**src/rtl/cylinder_obstacle_cost_defines.svh**
```systemverilog
// ----------------------------------------------------------------------------
// cylinder obstacle cost assertion macros
// shared concurrent assertion helpers, empty in synthesis builds
// ----------------------------------------------------------------------------
`ifndef CYLINDER_OBSTACLE_COST_DEFINES_SVH
`define CYLINDER_OBSTACLE_COST_DEFINES_SVH
`ifndef SYNTHESIS
`define COC_ASSERT(lbl, prop) \
  lbl: assert property (@(posedge clk) disable iff (rst) (prop)) \
    else $error("coc assertion failed");
`define COC_ASSERT_IMPL(lbl, ante, cons) \
  lbl: assert property (@(posedge clk) disable iff (rst) (ante) |-> (cons)) \
    else $error("coc implication failed");
`else
`define COC_ASSERT(lbl, prop)
`define COC_ASSERT_IMPL(lbl, ante, cons)
`endif
`endif

```
**src/rtl/coc_ram.sv**
```systemverilog
// ----------------------------------------------------------------------------
// coc_ram
// generic single write port ram with registered read
// ----------------------------------------------------------------------------
module coc_ram #(
  parameter int WIDTH = 8,
  parameter int DEPTH = 16
) (
  input  logic                     clk,
  input  logic                     we,
  input  logic [$clog2(DEPTH)-1:0] waddr,
  input  logic [WIDTH-1:0]         wdata,
  input  logic [$clog2(DEPTH)-1:0] raddr,
  output logic [WIDTH-1:0]         rdata
);

  logic [WIDTH-1:0] mem [DEPTH];

  always_ff @(posedge clk) begin
    if (we) begin
      mem[waddr] <= wdata;
    end
    rdata <= mem[raddr];
  end

endmodule

```
**config.mk**
```make
export PLATFORM = sky130hd
export DESIGN_NAME = coc_ram
export DESIGN_NICKNAME = d
export VERILOG_FILES = /design/src/rtl/cylinder_obstacle_cost_defines.svh /design/src/rtl/coc_ram.sv
export SDC_FILE = /design/constraint.sdc
export NUM_CORES = 1
export LEC_CHECK = 0
export BUFFER_PORTS_ARGS = -buffer_cell sky130_fd_sc_hd__buf_2
export CAP_MARGIN = 0
export CORE_ASPECT_RATIO = 0.9
export CORE_UTILIZATION = 56
export DETAILED_ROUTE_END_ITERATION = 10
export HOLD_SLACK_MARGIN = 0.02
export PLACE_DENSITY = 0.76
export SLEW_MARGIN = 20
export SYNTH_ARGS = -nofsm -noshare
export SYNTH_HDL_FRONTEND = slang
export SYNTH_SLANG_ARGS = --single-unit
```
**constraint.sdc**
```tcl
create_clock -name clk -period 4.05 [get_ports clk]
set_input_delay 0.405 -clock clk [delete_from_list [all_inputs] [get_ports clk]]
set_output_delay 0.405 -clock clk [all_outputs]
set_load 0.01 [all_outputs]
```
==> impl.org <==
** Finish
- Share of cells above drive strength 1 :: 27.6%
- From synthesis to final layout, the design area changed by 16.4%.
- The number of antenna diodes in the final layout is 0.
- Number of nets in the finished design :: 284
- Highest-count cells in the layout ignoring fill and taps :: edfxtp_1, buf_2, mux4_2, a22oi_1, clkbuf_16
- Area of all placed cells without fillers :: 0.00599 sq mm
- Most common cell after layout, fill and taps aside :: edfxtp_1

** Floorplanning
- Die Y :: 93.0 um
- The floorplan has 32 rows.
- For this design the top-level I/O count stands at 26.
- Horizontal die dimension :: slightly above 100 um
- Once the floorplan was initialized, standard cells occupied slightly below 60% of the core.
- Die Area :: 0.00958 sq mm
- Core outline area :: 0.00873 sq mm

** Clock network
- Total of hold buffers inserted after clock tree synthesis :: 0
- Clock latency on the worst-skew pair :: about 0.51 ns
- The clock net in this run drives a total of 136 sinks.
- Clk Tree Root Cell :: clkbuf_8
- TritonCTS built the clock tree.
- Number of buffers on the longest clock path :: 2
- Once the clock tree was built, the setup fixing pass inserted 0 buffers.
- H-tree levels :: 4
- After clock tree synthesis, the clock-pin slew on the worst setup and hold paths is 0.06 ns.
- In this run, CTS created clock tree buffers numbering 17.
- Number of cells upsized or downsized after cts :: 0

** Setup path
- Crit start category :: primary input
- Max incr delay on CP :: 0.58 ns
- STA puts the critical path data arrival time at approximately 2.3 ns.
- Walking the worst path, the cells encountered are buf_2 -> buf_4 -> mux4_1 -> a22oi_1 -> nand2_1.
- Kind of capture point of the worst setup path :: flop
- The critical path is of the primary input to flop type.
- Along the worst path, the maximum fanout reaches 22.
- The largest individual stage delay along the critical path comes from the cell mux4_1.
- For the worst setup path, the data required time is 4.44 ns.
- Buffering stage count on the worst path with inverters included :: 2
- Broken down by cell family, the worst path's largest delay share belongs to buffers and inverters.

** Synthesis
- Largest area contributor in the synthesized netlist :: edfxtp_1
- Synthesized net count :: 247
- Yosys warning total :: 0
- Summing every instance area after synthesis gives 0.00515 sq mm.
- Top cell type's share of synthesized area :: 74.7%
- Ranked by total cell area, the synthesized netlist is headed by edfxtp_1, mux4_2, mux4_1, dfxtp_1, a22oi_1.
- After synthesis, the largest family of logic cells by area is multiplexers.
- Simple-Gate Fraction of Synth Area :: 3.18%
- Post-Synth XOR/XNOR Area :: 0%
- Fraction of synthesized area in multiplexers :: 15.0%
- Sequential-to-total area share from yosys stat :: 77.8%
- The average instance in the mapped netlist occupies between 20 and 25 sq um.
- Cells after synthesis :: 229
- Yosys cell types :: 19
- After Yosys synthesis, full adders, half adders and majority gates account for 0% of the synthesized area.
- Summing the areas of all compound-gate instances in the mapped netlist gives 2.33% of the synthesized area.
- The synthesized design contains between 100 and 150 register bits.

** Job
- Across the run, the number of max-cap violations was 0.

** Global routing
- Residual overflow from global routing :: 0
- Entering global routing, the biggest net connects 33 pins.
- Number of antenna violations at the first check in global routing :: 0
- The first global-routing pass estimated 13.9 mm of wire.
- The via count of the first global-routing pass came to about 2.4k.
- Total routing usage reported by global routing :: 22.0%

** Min path
- Class of the worst hold path :: primary input to flop

** Drt
- Post-detailed-routing wire length :: 9.21 mm
- The detail route stage leaves a number of antenna-violating nets equal to 0.
- DR vias/cell :: 5.93
- DRT Pass-1 Iters :: 5
- Detailed routing inserted a total of 2,362 vias.
- Number of remaining DRC errors :: 0
- Initial drt markers :: between 150 and 200
- Average wire per cell in the routed design :: 23.1 um

** Pwr
- Leakage power :: between 2 and 2.5 nW
- Power density relative to cell area :: 555 mW/mm^2
- Combinational power share :: ~4.1%
- Portion of total power attributed to sequential cells :: 47.7%
- Net switching is 19.1% of the power.
- For this design the total switching power over the nets is 0.635 mW.
- Peak VDD IR :: approximately 0.30 mV
- The internal power of the cells totals 2.69 mW.
- The clock network accounts for 48.2% of the total power.

** STA
- Worst slew margin :: 35.6%
- Unrepaired setup endpoints after global routing :: no
- Setup violations remaining at the end of the flow were counted as 0.
- Hold Worst Slack :: around 0.28 ns
- Max-slew violation count :: 0
- Across the routed clock network, the largest skew measured is about 0.011 ns.
- The final-report hold violation count was 0.
- Shortest clock period the worst path allows after layout :: 1.86 ns
- Upper clock frequency limit :: 536 MHz
- Setup total negative slack on the finished layout was measured at 0 ns.
- Slew @ Worst Pin :: 0.962 ns
- Final Cycle Share :: 46.0%

** Place
- RePlAce Congestion :: 0.700
- Summing all placed instances gives a cell area of 0.00537 sq mm.
- During placement, the flow inserted port buffers numbering 25.
- Once detailed placement completed, the half-perimeter wirelength came to 5.40 mm.

** Outcome
- Status :: finished clean
## final timing paths
check             startpoint    endpoint  slack [ns]  cells after the start
hold reg to reg    mem[4][2]    rdata[2]        0.68                      3
setup / recovery    raddr[0]    rdata[4]        2.19                      5
hold / removal      wdata[4]  mem[13][4]        0.28                      1
setup reg to reg   mem[1][1]    rdata[1]        2.64                      3
## registers in the layout, indices dropped and copies added, names as in the netlist
signal and flops:
mem 128, rdata 8
## worst reg2reg max path: stages, from the launching register on
cell,delay [ns]
edfxtp_1,0.36
mux4_1,0.52
a22oi_1,0.29
nand2_1,0.11
## synthesized netlist by cell type, drive strengths merged
cell             n
nor2            13
nor3             4
buf              7
clkdlybuf4s25    3
nand2b           2
edfxtp         128
dfxtp            8
or3b             1
a22oi           16
nand3b           2
nand3            1
mux4            32
and2b            1
and2             1
nor2b            1
nand2            9
## power groups by stage
stage | Clock, mW | Combinational [mW] | Sequential [mW]
6_report | 1.60 | 0.137 | 1.58
4_1_cts | 1.62 | 0.140 | 1.58
2_1_floorplan | 0 | 0.0799 | 1.61
3_5_place_dp | 0 | 0.139 | 1.61
5_1_grt | 1.68 | 0.151 | 1.59
3_3_place_gp | 0 | 0.134 | 1.61
## final cells by class
cell class / count / area, sq um
timing repair buffer: 28 / 148
tap: 119 / 149
sequential: 136 / 4000
multi-input combinational: 83 / 1070
clock buffer: 19 / 422
clock inverter: 13 / 203
fill: 587 / 2740
## per-stage QoR
| step | power (mW) | util (%) | cells | setup WS (ns) |
|---|---|---|---|---|
| finish | 3.32 | 68.6 | 398 | 2.19 |
| global route | 3.42 | 68.6 | 398 | 2.08 |
| CTS | 3.34 | 68.6 | 398 | 2.16 |
| detailed placement | 1.75 | 61.5 | 366 | 1.63 |
| global placement | 1.75 | 61.4 | 366 | 1.56 |
| floorplan | 1.69 | - | 229 | 2.15 |
## cell families after synthesis
group                  after synthesis
AO/OA/AOI/OAI                       16
buffers and inverters               10
flip-flops                         136
AND/OR/NAND/NOR                     35
multiplexers                        32
## metal layers
metal	GRT usage, %	wire length (um)	vias up
li1	-	-	1047
met1	33.1	4010	1216
met2	31.2	4380	90
met3	5.89	713	9
met4	8.57	104	0
met5	0	0	-
Power figures use the tool's default switching activity.
