File: config.mk
export PLATFORM = sky130hd
export DESIGN_NAME = coc_front
export DESIGN_NICKNAME = d
export VERILOG_FILES = /design/src/rtl/coc_pkg.sv /design/src/rtl/coc_front.sv
export VERILOG_INCLUDE_DIRS = /design/src /design/src/rtl
export SDC_FILE = /design/constraint.sdc
export NUM_CORES = 1
export LEC_CHECK = 0
export ABC_AREA = 1
export BUFFER_PORTS_ARGS = -buffer_cell sky130_fd_sc_hd__buf_2
export CORE_AREA = 5 5 150 152
export CTS_BUF_LIST = sky130_fd_sc_hd__clkbuf_2 sky130_fd_sc_hd__clkbuf_4 sky130_fd_sc_hd__clkbuf_8
export DETAILED_ROUTE_END_ITERATION = 6
export DIE_AREA = 0 0 155 157
export MAX_ROUTING_LAYER = met4
export PLACE_DENSITY = 0.69
export SYNTH_ARGS = -nofsm -noshare
export SYNTH_HDL_FRONTEND = slang
export SYNTH_SLANG_ARGS = --single-unit
File: constraint.sdc
create_clock -name clk -period 12.95 [get_ports clk]
set_input_delay 1.295 -clock clk [delete_from_list [all_inputs] [get_ports clk]]
set_output_delay 1.295 -clock clk [all_outputs]
set_load 0.01 [all_outputs]
File: src/rtl/cylinder_obstacle_cost_defines.svh
// ----------------------------------------------------------------------------
// cylinder obstacle cost assertion macros
// shared concurrent assertion helpers, empty in synthesis builds
// ----------------------------------------------------------------------------
`ifndef CYLINDER_OBSTACLE_COST_DEFINES_SVH
`define CYLINDER_OBSTACLE_COST_DEFINES_SVH
`ifndef SYNTHESIS
`define COC_ASSERT(lbl, prop) \
  lbl: assert property (@(posedge clk) disable iff (rst) (prop)) \
    else $error("coc assertion failed");
`define COC_ASSERT_IMPL(lbl, ante, cons) \
  lbl: assert property (@(posedge clk) disable iff (rst) (ante) |-> (cons)) \
    else $error("coc implication failed");
`else
`define COC_ASSERT(lbl, prop)
`define COC_ASSERT_IMPL(lbl, ante, cons)
`endif
`endif

File: src/rtl/coc_pkg.sv
// ----------------------------------------------------------------------------
// coc_pkg
// shared types and constants of the cylinder obstacle cost block
// ----------------------------------------------------------------------------
package coc_pkg;

  localparam int MAX_CYL = 16;
  localparam int IDX_W   = $clog2(MAX_CYL);
  localparam int CNT_W   = 5;
  localparam int COST_W  = 40;
  localparam logic [COST_W-1:0] COST_MAX = {COST_W{1'b1}};

  localparam logic OP_WRITE = 1'b0;
  localparam logic OP_QUERY = 1'b1;

  localparam logic [2:0] CFG_COUNT   = 3'd0;
  localparam logic [2:0] CFG_HEIGHT  = 3'd1;
  localparam logic [2:0] CFG_HIT     = 3'd2;
  localparam logic [2:0] CFG_WARN    = 3'd3;
  localparam logic [2:0] CFG_LIFT    = 3'd4;
  localparam logic [2:0] CFG_HITCOST = 3'd5;
  localparam logic [2:0] CFG_WGAIN   = 3'd6;
  localparam logic [2:0] CFG_LGAIN   = 3'd7;

  typedef struct packed {
    logic signed [23:0] cx;
    logic signed [23:0] cy;
    logic [22:0]        r;
    logic signed [23:0] bz;
    logic signed [23:0] tz;
  } cyl_t;

  localparam int ENTRY_W = $bits(cyl_t);

  typedef struct packed {
    logic signed [23:0] px;
    logic signed [23:0] py;
    logic signed [23:0] pz;
  } point_t;

  typedef struct packed {
    logic             valid;
    point_t           pt;
  } query_t;

  typedef struct packed {
    logic             en;
    logic [IDX_W-1:0] addr;
    cyl_t             data;
  } tbl_wr_t;

  typedef struct packed {
    logic [CNT_W-1:0] count;
    logic [19:0]      height_margin;
    logic [19:0]      hit_margin;
    logic [19:0]      warning_margin;
    logic [19:0]      lift_margin;
    logic [31:0]      hit_cost;
    logic [19:0]      warning_gain;
    logic [15:0]      lift_gain;
  } cfg_t;

endpackage

File: src/rtl/coc_front.sv
// ----------------------------------------------------------------------------
// coc_front
// accepts requests, loads table entries, queues query points
// ----------------------------------------------------------------------------
`include "cylinder_obstacle_cost_defines.svh"

module coc_front (
  input  logic                      clk,
  input  logic                      rst,
  input  logic                      in_valid,
  output logic                      in_ready,
  input  logic                      opcode,
  input  logic [coc_pkg::IDX_W-1:0] entry_index,
  input  logic signed [23:0]        center_x,
  input  logic signed [23:0]        center_y,
  input  logic [22:0]               radius,
  input  logic signed [23:0]        bottom_z,
  input  logic signed [23:0]        top_z,
  input  logic signed [23:0]        point_x,
  input  logic signed [23:0]        point_y,
  input  logic signed [23:0]        point_z,
  input  logic                      back_busy,
  input  logic                      q_pop,
  output coc_pkg::query_t           q_head,
  output coc_pkg::tbl_wr_t          tbl_wr
);

  coc_pkg::point_t q_mem [2];
  logic            wptr;
  logic            rptr;
  logic [1:0]      q_count;
  logic            push;
  logic            fire;

  // table writes wait until no query is pending so each query sees a fixed table
  assign in_ready = (opcode == coc_pkg::OP_QUERY) ? (q_count != 2'd2)
                                                  : (q_count == 2'd0 && !back_busy);
  assign fire = in_valid && in_ready;
  assign push = fire && (opcode == coc_pkg::OP_QUERY);

  assign tbl_wr.en      = fire && (opcode == coc_pkg::OP_WRITE);
  assign tbl_wr.addr    = entry_index;
  assign tbl_wr.data.cx = center_x;
  assign tbl_wr.data.cy = center_y;
  assign tbl_wr.data.r  = radius;
  assign tbl_wr.data.bz = bottom_z;
  assign tbl_wr.data.tz = top_z;

  assign q_head.valid = (q_count != 2'd0);
  assign q_head.pt    = q_mem[rptr];

  always_ff @(posedge clk) begin
    if (push) begin
      q_mem[wptr] <= '{px: point_x, py: point_y, pz: point_z};
    end
    if (rst) begin
      wptr    <= 1'b0;
      rptr    <= 1'b0;
      q_count <= 2'd0;
    end else begin
      if (push) begin
        wptr <= ~wptr;
      end
      if (q_pop) begin
        rptr <= ~rptr;
      end
      q_count <= q_count + {1'b0, push} - {1'b0, q_pop};
    end
  end

  `COC_ASSERT(a_q_bound, q_count != 2'd3)
  `COC_ASSERT_IMPL(a_pop_nonempty, q_pop, q_count != 2'd0)

endmodule

==> reports/qor.yml <==
status: "complete, no violations"
powerDensity_nw_per_um2: 141.6
ant_nets: 0
grt_util_all_layers: 0.1597
path_buf_inv: 2
drt-wirelength-per-cell_um: 27.23
syn_inst: 387
slowest_stage: "buf_4"
final-hold-violation-count: 0
maxSlewViolCount: 0
p_total_uw: 1016
max-cap-violations: 0
crit_required_ns: 11.65
synth_fp_nets: 590
dieArea_um2: 24340
grt-ovfl-total: 0
cp_max_fo: 58
coreArea_um2: 20890
routed_wl_um: 19580
rows: 53
rsz0062_at_grt: "false"
io_buffers: 152
whs_path_depth: 2
htree_levels: 4
synth_cell_types: 16
power.leakage_uw: 0.002808
drt_pass1_iterations: 4
worstSetupStartpointType: "register"
fp.dieH_um: 157
syn_area_per_cell_um2: 17.41
dpl.hpwl_um: 15710
post_cts_buffers: 0
skew_ns: 0.01785
grt_start_max_net_pins: 73
cts_root_buf: "clkbuf_8"
worstPathArrival_ns: 2.46
place_congestion: 0.7864
grt_pass1_wl_um: 26080
fmax_mhz: 266.4
clock_latency_ns: 0.43
initial_utilization: 0.3226
cp_top_family: "buffers and inverters"
grt_pass1_vias: 3406
nets: 633
slew_headroom: 0.2867
setup_tns_ns: 0
crit_path_end_kind: "primary output"
yosysWarnings: 0
cts_buffers: 17
r2r_cells: 5
setup_viol: 0
grt-busiest-layer: "met2"
fin_crit_sh: 0.2899
vias_per_cell: 4.392
ys_ff_latch: 149
criticalPathCategory: "register to primary output"
drive_gt1_frac: 0.5914
area_growth_pct: 6.536
grt_use_met2: 0.2313
cts_tree: "built"
drc: 0
cts.sinks: 149
synth-seq-area-share: 0.6565
cts_resized: 0
fin_crit_ns: 3.754
met3_usage: 0.1784
clockBufferDepth: 2
crit_chain: "buf_4 -> mux2_2 -> buf_2"
vias: 3158
antenna_found_initial: 3
worstMarginPinSlew_ns: 1.070
hold_path.class: "register to register"
use_met1: 0.1294
ctsHoldBuffers: 0
crit_cells: 3
fp.dieW_um: 155
ios: 399
synth_area_um2: 6739
path_clk_slew_ns: 0.10
cpPeakStageDelay_ns: 0.84
peakVddDrop_uv: 56.63
drt_iter0_drc: 155
==> worst register-to-register path: cells and delay by family (launching register included) <==
family	cells	cell delay (ns)
buffers and inverters	2	0.80
flip-flops	1	0.38
AND/OR/NAND/NOR	3	0.45
==> cell type report <==
class,instances,area (µm²)
Multi-Input combinational cell,95,1202
Antenna cell,1,2.502
Clock buffer,17,234.0
Inverter,12,46.29
Sequential cell,149,4428
Clock inverter,15,138.9
Tap cell,275,344.1
Timing Repair Buffer,155,783.3
Fill cell,1961,13710
==> report_power, final <==
group | internal, µW | total [µW] | leakage (µW) | switching, µW
Clock | 141 | 333 | 0.000183 | 192
Sequential | 552 | 560 | 0.00136 | 8.35
Combinational | 62.7 | 123 | 0.00127 | 60.6
Total | 756 | 1020 | 0.00281 | 261
==> synthesized netlist by cell type <==
| cell type | n | share of area |
|---|---|---|
| xnor2_1 | 1 | 0.0013 |
| mux2_2 | 2 | 0.0033 |
| buf_12 | 7 | 0.021 |
| a21oi_1 | 1 | 0.00074 |
| nand2_1 | 7 | 0.0039 |
| buf_6 | 1 | 0.0017 |
| ha_1 | 2 | 0.0037 |
| buf_4 | 123 | 0.14 |
| mux2_4 | 70 | 0.16 |
| dfxtp_1 | 5 | 0.015 |
| edfxtp_1 | 144 | 0.64 |
| o21a_1 | 1 | 0.0011 |
| inv_1 | 12 | 0.0067 |
| nand4_1 | 2 | 0.0019 |
| nand3_1 | 2 | 0.0015 |
| nor2_1 | 7 | 0.0039 |
==> cell usage in the layout, fill, tap and decap left out, drive strengths merged <==
cell type,netlist,routed
nand4,2,2
edfxtp,144,144
clkbuf,0,17
o21a,1,1
dfxtp,5,5
nand2,7,7
xnor2,1,1
clkinvlp,0,3
nand3,2,2
inv,12,19
buf,131,155
nor2,7,7
diode,0,1
ha,2,2
clkinv,0,5
a21oi,1,1
mux2,72,72
==> worst paths after layout <==
check	from	endpoint	slack [ns]
setup / recovery	register	q_head[0]	9.20
setup reg to reg	q_count[0]$_SDFF_PP0_	q_mem[0][14]$_DFFE_PP_	10.83
hold / removal	rptr$_SDFFE_PP0P_	rptr$_SDFFE_PP0P_	0.53
hold reg to reg	rptr$_SDFFE_PP0P_	rptr$_SDFFE_PP0P_	0.53
==> metrics by stage <==
stage	cells	worst slack, ns	util	instance area [µm²]	hold slack (ns)
3_5_place_dp	686	9.636	0.3257	6804	0.5105
5_1_grt	719	9.038	0.3437	7179	0.5785
4_1_cts	718	9.131	0.3436	7177	0.5357
2_1_floorplan	387	8.021	-	6739	0.4799
6_report	719	9.196	0.3437	7179	0.5318
3_3_place_gp	686	9.696	0.3257	6804	0.5001
==> flip-flops by register name, indices dropped and copies added (netlist names), named ones only <==
register,cells
q_count,2
q_mem,144
rptr,1
wptr,1
==> cell families (layout without fill, tap and decap cells) <==
family	after synthesis	in the layout	synth area share
other	0	1	0
buffers and inverters	143	199	0.1662
AOI/OAI and AO/OA	2	2	0.001856
muxes	72	72	0.1593
DFF	149	149	0.6565
and+or+nand+nor	18	18	0.01114
adders and majority gates	2	2	0.003713
xor gates and xnor gates	1	1	0.001300
==> metal layers <==
| layer | up-vias | part of all wire | wire length (µm) |
|---|---|---|---|
| li1 | 1347 | - | - |
| met1 | 1448 | 0.29 | 5588 |
| met2 | 321 | 0.44 | 8676 |
| met3 | 42 | 0.25 | 4825 |
| met4 | 0 | 0.025 | 485 |
| met5 | - | 0 | 0 |
No activity file was read; power rests on OpenSTA's default activity.
